==> src/rtl/kcrr_pkg.sv <==
// shared types and constants for the key chord release reporter
`default_nettype none

package kcrr_pkg;

    // number of buttons that are taken; higher indexes are dropped
    localparam int MAX_BUTTONS = 16;
    // entries of the held list
    localparam int LIST_DEPTH  = 16;

    localparam int BTN_W  = 4;
    localparam int SLOT_W = 8;
    localparam int BTN_CNT = 2 ** BTN_W;
    localparam int IDX_W  = $clog2(LIST_DEPTH);
    localparam int CNT_W  = IDX_W + 1;

    typedef logic [BTN_W-1:0]  btn_t;
    typedef logic [SLOT_W-1:0] slot_t;
    typedef logic [IDX_W-1:0]  idx_t;
    typedef logic [CNT_W-1:0]  cnt_t;

    typedef enum logic {
        OP_PRESS,
        OP_RELEASE
    } cmd_op_t;

    typedef struct packed {
        cmd_op_t op;
        btn_t    button;
        slot_t   slot;
    } cmd_t;

    // queue status seen by the back end
    typedef struct packed {
        logic empty;
        logic full;
    } q_status_t;

    typedef enum logic [1:0] {
        ST_IDLE,
        ST_REPORT,
        ST_SHIFT
    } back_state_t;

endpackage

`default_nettype wire

==> src/rtl/kcrr_front.sv <==
// front end: takes button samples, drops out-of-range ones, forms commands
`default_nettype none

module kcrr_front (
    input  wire logic           start,
    input  wire logic           q_full,
    input  wire kcrr_pkg::btn_t  button_index,
    input  wire logic           pressed,
    input  wire kcrr_pkg::slot_t macro_slot,
    output logic                busy,
    output logic                push,
    output kcrr_pkg::cmd_t      cmd
);
    import kcrr_pkg::*;

    logic in_range;

    // accept while the queue has room
    assign busy = q_full;

    // classify the sample
    assign in_range = (int'(button_index) < MAX_BUTTONS);
    assign push     = start && !q_full && in_range;

    always_comb
    begin
        cmd.op     = pressed ? OP_PRESS : OP_RELEASE;
        cmd.button = button_index;
        cmd.slot   = macro_slot;
    end

endmodule

`default_nettype wire

==> src/rtl/kcrr_queue.sv <==
// two-entry command queue between front and back end
`default_nettype none

module kcrr_queue (
    input  wire logic              clk,
    input  wire logic              rst_n,
    input  wire logic              push,
    input  wire kcrr_pkg::cmd_t    push_cmd,
    input  wire logic              pop,
    output kcrr_pkg::cmd_t         pop_cmd,
    output kcrr_pkg::q_status_t    status
);
    import kcrr_pkg::*;

    cmd_t       entry_reg [2];
    logic       wr_ptr_reg;
    logic       wr_ptr_next;
    logic       rd_ptr_reg;
    logic       rd_ptr_next;
    logic [1:0] fill_reg;
    logic [1:0] fill_next;

    assign status.empty = (fill_reg == 2'd0);
    assign status.full  = (fill_reg == 2'd2);
    assign pop_cmd      = entry_reg[rd_ptr_reg];

    // pointer and fill bookkeeping
    always_comb
    begin
        wr_ptr_next = push ? ~wr_ptr_reg : wr_ptr_reg;
        rd_ptr_next = pop ? ~rd_ptr_reg : rd_ptr_reg;
        fill_next   = fill_reg;
        if (push && !pop)
        begin
            fill_next = fill_reg + 2'd1;
        end
        else if (pop && !push)
        begin
            fill_next = fill_reg - 2'd1;
        end
    end

    always_ff @(posedge clk or negedge rst_n)
    begin
        if (!rst_n)
        begin
            wr_ptr_reg <= 1'b0;
            rd_ptr_reg <= 1'b0;
            fill_reg   <= 2'd0;
        end
        else
        begin
            wr_ptr_reg <= wr_ptr_next;
            rd_ptr_reg <= rd_ptr_next;
            fill_reg   <= fill_next;
        end
    end

    // entry storage
    always_ff @(posedge clk)
    begin
        if (push)
        begin
            entry_reg[wr_ptr_reg] <= push_cmd;
        end
    end

endmodule

`default_nettype wire

==> src/rtl/kcrr_back.sv <==
// back end: keeps the held list, reports chords and closes up the list
`default_nettype none

module kcrr_back (
    input  wire logic              clk,
    input  wire logic              rst_n,
    input  wire kcrr_pkg::q_status_t q_status,
    input  wire kcrr_pkg::cmd_t    cmd,
    output logic                   pop,
    output logic                   result_valid,
    output kcrr_pkg::btn_t         chord_button,
    output kcrr_pkg::slot_t        report_slot,
    output logic                   last_of_chord
);
    import kcrr_pkg::*;

    back_state_t state_reg;
    back_state_t state_next;

    // held list storage, read data registered
    btn_t        held_mem [LIST_DEPTH];
    btn_t        rd_data_reg;
    logic        rd_en;
    idx_t        rd_addr;
    logic        mem_we;
    idx_t        mem_waddr;
    btn_t        mem_wdata;

    cnt_t        cnt_reg;
    logic        flag_reg;
    logic [BTN_CNT-1:0] listed_reg;
    idx_t        pos_reg [BTN_CNT];

    idx_t        cur_pos_reg;
    btn_t        cur_btn_reg;
    slot_t       slot_reg;
    cnt_t        idx_reg;
    cnt_t        idx_next;
    logic        rd_vld_reg;
    logic        rd_last_reg;
    logic        rd_last_next;
    logic        wr_pend_reg;
    logic        wr_pend_next;
    idx_t        wr_addr_reg;

    logic        do_press;
    logic        do_hit;
    logic        do_report;
    logic        do_finish;
    logic        rep_last;
    cnt_t        idx_inc;

    assign idx_inc  = CNT_W'(idx_reg + 1'b1);
    assign rep_last = (idx_reg == CNT_W'(cnt_reg - 1'b1));

    // next state and control
    always_comb
    begin
        state_next   = state_reg;
        pop          = 1'b0;
        do_press     = 1'b0;
        do_hit       = 1'b0;
        do_report    = 1'b0;
        do_finish    = 1'b0;
        rd_en        = 1'b0;
        rd_addr      = idx_reg[IDX_W-1:0];
        rd_last_next = 1'b0;
        wr_pend_next = 1'b0;
        idx_next     = idx_reg;
        case (state_reg)
            ST_IDLE:
            begin
                if (!q_status.empty)
                begin
                    pop = 1'b1;
                    if (cmd.op == OP_PRESS)
                    begin
                        do_press = !listed_reg[cmd.button] &&
                                   (cnt_reg < CNT_W'(LIST_DEPTH));
                    end
                    else if (listed_reg[cmd.button])
                    begin
                        do_hit    = 1'b1;
                        do_report = !((pos_reg[cmd.button] == '0) && flag_reg);
                        if (do_report)
                        begin
                            idx_next   = '0;
                            state_next = ST_REPORT;
                        end
                        else
                        begin
                            idx_next   = {1'b0, pos_reg[cmd.button]};
                            state_next = ST_SHIFT;
                        end
                    end
                end
            end
            ST_REPORT:
            begin
                // one list entry read per cycle, shown the cycle after
                rd_en        = 1'b1;
                rd_addr      = idx_reg[IDX_W-1:0];
                rd_last_next = rep_last;
                if (rep_last)
                begin
                    idx_next   = {1'b0, cur_pos_reg};
                    state_next = ST_SHIFT;
                end
                else
                begin
                    idx_next = idx_inc;
                end
            end
            ST_SHIFT:
            begin
                // read the follower, write it one place down next cycle
                if (idx_inc < cnt_reg)
                begin
                    rd_en        = 1'b1;
                    rd_addr      = idx_inc[IDX_W-1:0];
                    wr_pend_next = 1'b1;
                    idx_next     = idx_inc;
                end
                else
                begin
                    do_finish  = 1'b1;
                    state_next = ST_IDLE;
                end
            end
            default:
            begin
                state_next = ST_IDLE;
            end
        endcase
    end

    // memory write port
    always_comb
    begin
        mem_we    = 1'b0;
        mem_waddr = cnt_reg[IDX_W-1:0];
        mem_wdata = cmd.button;
        if (do_press)
        begin
            mem_we = 1'b1;
        end
        else if (wr_pend_reg)
        begin
            mem_we    = 1'b1;
            mem_waddr = wr_addr_reg;
            mem_wdata = rd_data_reg;
        end
    end

    always_ff @(posedge clk)
    begin
        if (mem_we)
        begin
            held_mem[mem_waddr] <= mem_wdata;
        end
        if (rd_en)
        begin
            rd_data_reg <= held_mem[rd_addr];
        end
    end

    // control registers
    always_ff @(posedge clk or negedge rst_n)
    begin
        if (!rst_n)
        begin
            state_reg   <= ST_IDLE;
            cnt_reg     <= '0;
            flag_reg    <= 1'b0;
            listed_reg  <= '0;
            rd_vld_reg  <= 1'b0;
            rd_last_reg <= 1'b0;
            wr_pend_reg <= 1'b0;
            idx_reg     <= '0;
        end
        else
        begin
            state_reg   <= state_next;
            rd_vld_reg  <= (state_reg == ST_REPORT);
            rd_last_reg <= rd_last_next;
            wr_pend_reg <= wr_pend_next;
            idx_reg     <= idx_next;
            if (do_press)
            begin
                cnt_reg                <= CNT_W'(cnt_reg + 1'b1);
                flag_reg               <= (cnt_reg != '0);
                listed_reg[cmd.button] <= 1'b1;
            end
            if (do_finish)
            begin
                cnt_reg                 <= CNT_W'(cnt_reg - 1'b1);
                listed_reg[cur_btn_reg] <= 1'b0;
            end
        end
    end

    // transaction payload and list positions
    always_ff @(posedge clk)
    begin
        wr_addr_reg <= idx_reg[IDX_W-1:0];
        if (do_hit)
        begin
            cur_pos_reg <= pos_reg[cmd.button];
            cur_btn_reg <= cmd.button;
            slot_reg    <= cmd.slot;
        end
        if (do_press)
        begin
            pos_reg[cmd.button] <= cnt_reg[IDX_W-1:0];
        end
        for (int j = 0; j < BTN_CNT; j++)
        begin
            if (do_finish && listed_reg[j] && (pos_reg[j] > cur_pos_reg))
            begin
                pos_reg[j] <= IDX_W'(pos_reg[j] - 1'b1);
            end
        end
    end

    assign result_valid  = rd_vld_reg;
    assign chord_button  = rd_data_reg;
    assign report_slot   = slot_reg;
    assign last_of_chord = rd_last_reg;

endmodule

`default_nettype wire

==> src/rtl/key_chord_release_reporter.sv <==
// key chord release reporter top level
//
//   channel   signals                                        handshake
//   -------   --------------------------------------------   ---------------------
//   sample    button_index, pressed, macro_slot              start high, busy low
//   result    chord_button, report_slot, last_of_chord       result_valid, 1 cycle
//
// a sample is taken into a two-entry queue; busy is high only while it is full.
// the back end takes one sample per cycle from the queue while it is idle; it
// takes no new sample while it reports a chord or closes up the held list after
// a release of a listed button. results come one per cycle and cannot be held
// off.
// reset clears the list count, chord flag, listed bits and queue at once.
`default_nettype none

module key_chord_release_reporter (
    input  wire logic             clk,
    input  wire logic             rst_n,
    input  wire logic             start,
    output logic                  busy,
    input  wire kcrr_pkg::btn_t   button_index,
    input  wire logic             pressed,
    input  wire kcrr_pkg::slot_t  macro_slot,
    output logic                  result_valid,
    output kcrr_pkg::btn_t        chord_button,
    output kcrr_pkg::slot_t       report_slot,
    output logic                  last_of_chord
);
    import kcrr_pkg::*;

    logic      q_push;
    logic      q_pop;
    cmd_t      push_cmd;
    cmd_t      pop_cmd;
    q_status_t q_status;

    // accept and classify
    kcrr_front u_front (
        .start        (start),
        .q_full       (q_status.full),
        .button_index (button_index),
        .pressed      (pressed),
        .macro_slot   (macro_slot),
        .busy         (busy),
        .push         (q_push),
        .cmd          (push_cmd)
    );

    // decoupling queue
    kcrr_queue u_queue (
        .clk      (clk),
        .rst_n    (rst_n),
        .push     (q_push),
        .push_cmd (push_cmd),
        .pop      (q_pop),
        .pop_cmd  (pop_cmd),
        .status   (q_status)
    );

    // list keeping and reporting
    kcrr_back u_back (
        .clk           (clk),
        .rst_n         (rst_n),
        .q_status      (q_status),
        .cmd           (pop_cmd),
        .pop           (q_pop),
        .result_valid  (result_valid),
        .chord_button  (chord_button),
        .report_slot   (report_slot),
        .last_of_chord (last_of_chord)
    );

    // a report ends with a gap before the next one
    assert property (@(posedge clk) disable iff (!rst_n)
        (result_valid && last_of_chord) |=> !result_valid)
    else $error("result directly after end of chord");

    // a report runs without gaps and keeps its slot
    assert property (@(posedge clk) disable iff (!rst_n)
        (result_valid && !last_of_chord) |=> (result_valid && $stable(report_slot)))
    else $error("chord report broken up");

    // the back end never takes from an empty queue
    assert property (@(posedge clk) disable iff (!rst_n)
        q_pop |-> !q_status.empty)
    else $error("pop from empty queue");

endmodule

`default_nettype wire

==> config.mk <==
export PLATFORM = sky130hd
export DESIGN_NAME = key_chord_release_reporter
export DESIGN_NICKNAME = d
export VERILOG_FILES = /design/src/rtl/kcrr_pkg.sv /design/src/rtl/kcrr_front.sv /design/src/rtl/kcrr_queue.sv /design/src/rtl/kcrr_back.sv /design/src/rtl/key_chord_release_reporter.sv
export SDC_FILE = /design/constraint.sdc
export NUM_CORES = 1
export LEC_CHECK = 0
export ABC_CLOCK_PERIOD_IN_PS = 4400
export BUFFER_PORTS_ARGS = -buffer_cell sky130_fd_sc_hd__buf_4
export CAP_MARGIN = 20
export CORE_UTILIZATION = 45
export DETAILED_ROUTE_END_ITERATION = 8
export PLACE_DENSITY_LB_ADDON = 0.08
export SLEW_MARGIN = 20
export SYNTH_ARGS = -nofsm -noshare
export SYNTH_HDL_FRONTEND = slang
export SYNTH_SLANG_ARGS = --single-unit
==> constraint.sdc <==
create_clock -name clk -period 4.4 [get_ports clk]
set_clock_uncertainty 0.1 [all_clocks]
set_input_delay 0.44 -clock clk [delete_from_list [all_inputs] [get_ports clk]]
set_output_delay 0.44 -clock clk [all_outputs]
set_load 0.01 [all_outputs]
==> results.md <==
- Vias in the first global route: 9306
- Final setup fails: 0
- Total power after layout: 9.35 mW
- Lkg Pwr: around 5.6 nW
- Fill cells: 2441
- Final wirelength: 34.1 mm
- Initial Utilization: between 40 and 50%
- DR vias/cell: 5.84
- CTS root buf: clkbuf_16
- CP arrival: 4240 ps
- CP max FO: 12
- Synth Net Count: between 1000 and 1500
- Number of synthesized flops with an enable pin: 174
- Num CTS Buffers: 26
- Minimum clock period: 3860 ps
- Min-delay worst type: primary input to flip-flop
- Post-CTS setup buffers: 0
- Gpl congestion: 0.867
- Antenna Cells: 0
- RSZ-0062 raised after global routing: no
- Max cap viols: 0
- Layout cells sized above 1: approximately 14%
- Via count: roughly 9000
- Setup TNS: 0 ps
- GR Overflow Total: 0
- Clock Tree Buf Depth: 3
- Largest net degree at the start of global routing: 37
- Outcome: finished, final reports clean
- Total Routing Usage GR: 24.3%
- Area of the multi-input gates: 6120 um2
- DRC viols: 0
- Clock transition at path regs: 60 ps
- Yosys Warn Count: 0
- Reg2reg path depth: 9
- Seq/Total Area, Yosys: between 40% and 50%
- Slew of the pin with the lowest slew margin: 964 ps
- ANT nets after route: 0
- Slew margin rel.: 35.7%
- Hold path cells: 2
- Die ar.: around 29000 um2
- Synth Flop Type: edfxtp_1
- VDD IR max: 0.349 mV
- Final cycle utilization of the critical path: 87.7%
- CP Capture Type: flip-flop
- Later-pin clock latency in the skew report: 540 ps
- TritonCTS clock tree: built
- Register area: 6210 um2
- Synthesized cell area: 12800 um2
- CTS Sinks: roughly 210
- Core area: around 28000 um2
- Nets: 1292
- F_max: 259 MHz
- Most frequent cells in the layout: edfxtp_1 (174), nand2_1 (94), ha_1 (94)
- Post-synthesis cell type count: around 80
- Initial antenna violation count: 0
- Ys async rst share: between 10% and 20%
- IO Count: 31
- PortBufs: 30
- Dpl hpwl: about 24 mm
- Width of the die: 171 um
- Type of origin of the critical path: flip-flop
- Final-report hold violation count: 0
- First-pass GRT wire length: 53.7 mm
- Max Slew Vio Count: 0
- Post-Synthesis Mean Instance Area: 11.4 um2
- Critical Path RT: 4780 ps
- Die Y: about 170 um
- Area delta synth->final: 14.4%
- #FFs+latches synth: approximately 210
- Starting DRT DRC Count: between 500 and 600
- Detailed Routing Iterations Pass 1: 5
- Worst Path Class, Setup: flip-flop to flip-flop
- Most common cell after layout, fill and taps aside: edfxtp_1
- CTS H-tree lvls: 1
- Pwr dens: 639 nW/um2
- Routed wire length per instance: 21.6 um
- FP Rows: 61
- Post-Syn Instances: 1122
[cell usage after synthesis, drive strengths merged, types with 5 or more instances]
master	n	area [um2]
buf	25	138
a2111oi	5	52.6
nand3	10	50.1
nor2	74	283
o22ai	11	68.8
o2111ai	16	140
mux2	23	263
o32a	5	50.1
nand2	95	359
and3	10	62.6
nand4	18	113
nor2b	28	175
clkbuf	21	78.8
ha	94	1180
o32ai	9	78.8
o22a	11	96.3
nor4	6	37.5
dfrtp	36	901
xor2	21	184
xnor2	28	245
inv	66	248
mux4	25	563
o31ai	5	47.5
mux2i	29	319
nand2b	18	113
nor3	37	185
a211oi	33	260
and2	5	31.3
a21oi	34	170
edfxtp	174	5230
o21a	36	270
o21ai	66	334
[metal layers]
metal,GRT usage (%),part of all wire [%],vias to the layer above,wire (um)
met3,2.43,4.0,55,1370
met5,0,0,-,0
met1,32.3,45,4555,15200
li1,-,-,4378,-
met2,42.1,49,227,16600
met4,6.46,2.6,0,899
[cell families after synthesis]
kind of cell,count (synthesis),synth area share [%]
and+or+nand+nor,314,11.8
AOI/OAI and AO/OA,261,14.5
DFF,214,48.5
buffers and inverters,113,3.66
adders and majority gates,94,9.20
muxes,77,8.95
xor gates and xnor gates,49,3.36
[where the power goes]
group | leakage, nW | total [mW] | internal [mW] | switching, mW
Sequential | 2.06 | 3.22 | 2.85 | 0.370
Clock | 0.457 | 2.35 | 1.49 | 0.866
Combinational | 3.10 | 3.78 | 1.49 | 2.29
[worst paths after layout]
| path | from | to | slack [ps] |
|---|---|---|---|
| max | u_queue.rd_ptr_reg | u_back.state_reg[1] | 540 |
| min | pressed | u_queue.entry_reg[0][12] | 80 |
| max reg2reg | u_queue.rd_ptr_reg | u_back.state_reg[1] | 540 |
| min reg2reg | u_queue.wr_ptr_reg | u_queue.wr_ptr_reg | 400 |
| max in group asynchronous | rst_n | u_back.listed_reg[3] | 3510 |
| min in group asynchronous | rst_n | u_back.idx_reg[3] | 300 |
[layout make-up]
| cell class | instances | area share (%) |
|---|---|---|
| Clock buffer | 27 | 4.47 |
| Inverter | 67 | 1.72 |
| Clock inverter | 20 | 1.95 |
| Tap cell | 378 | 3.23 |
| Multi-Input combinational cell | 795 | 41.8 |
| Timing Repair Buffer | 78 | 4.36 |
| Sequential cell | 214 | 42.4 |
[worst max-delay path: stages, from the launching register on]
cell      delay (ps)
dfrtp_1          610
buf_4            230
mux2i_4          440
buf_4            280
mux4_2           520
a22oi_1          190
o221ai_1         240
nor2_1           240
nor4b_2          620
o221a_2          310
[through the flow]
step                      cell area [um2]  hold WS (ps)  std cells  util, %  worst slack (ps)
after floorplan                     12800          44.4       1122        -               819
after global placement              13500           353       1518     48.6               490
after detailed placement            13500           341       1518     48.6               462
after CTS                           14600          60.3       1578     52.4               458
after global routing                14600          72.5       1579     52.5               226
final                               14600          78.4       1579     52.5               540
[what timing repair did]
action                                 4_1_cts  5_1_grt
endpoints found under the hold margin       60        0
resized for setup                            0        0
hold buffers                                13        0
setup endpoints to repair                    0        0
(Power assumes the default switching activity.)
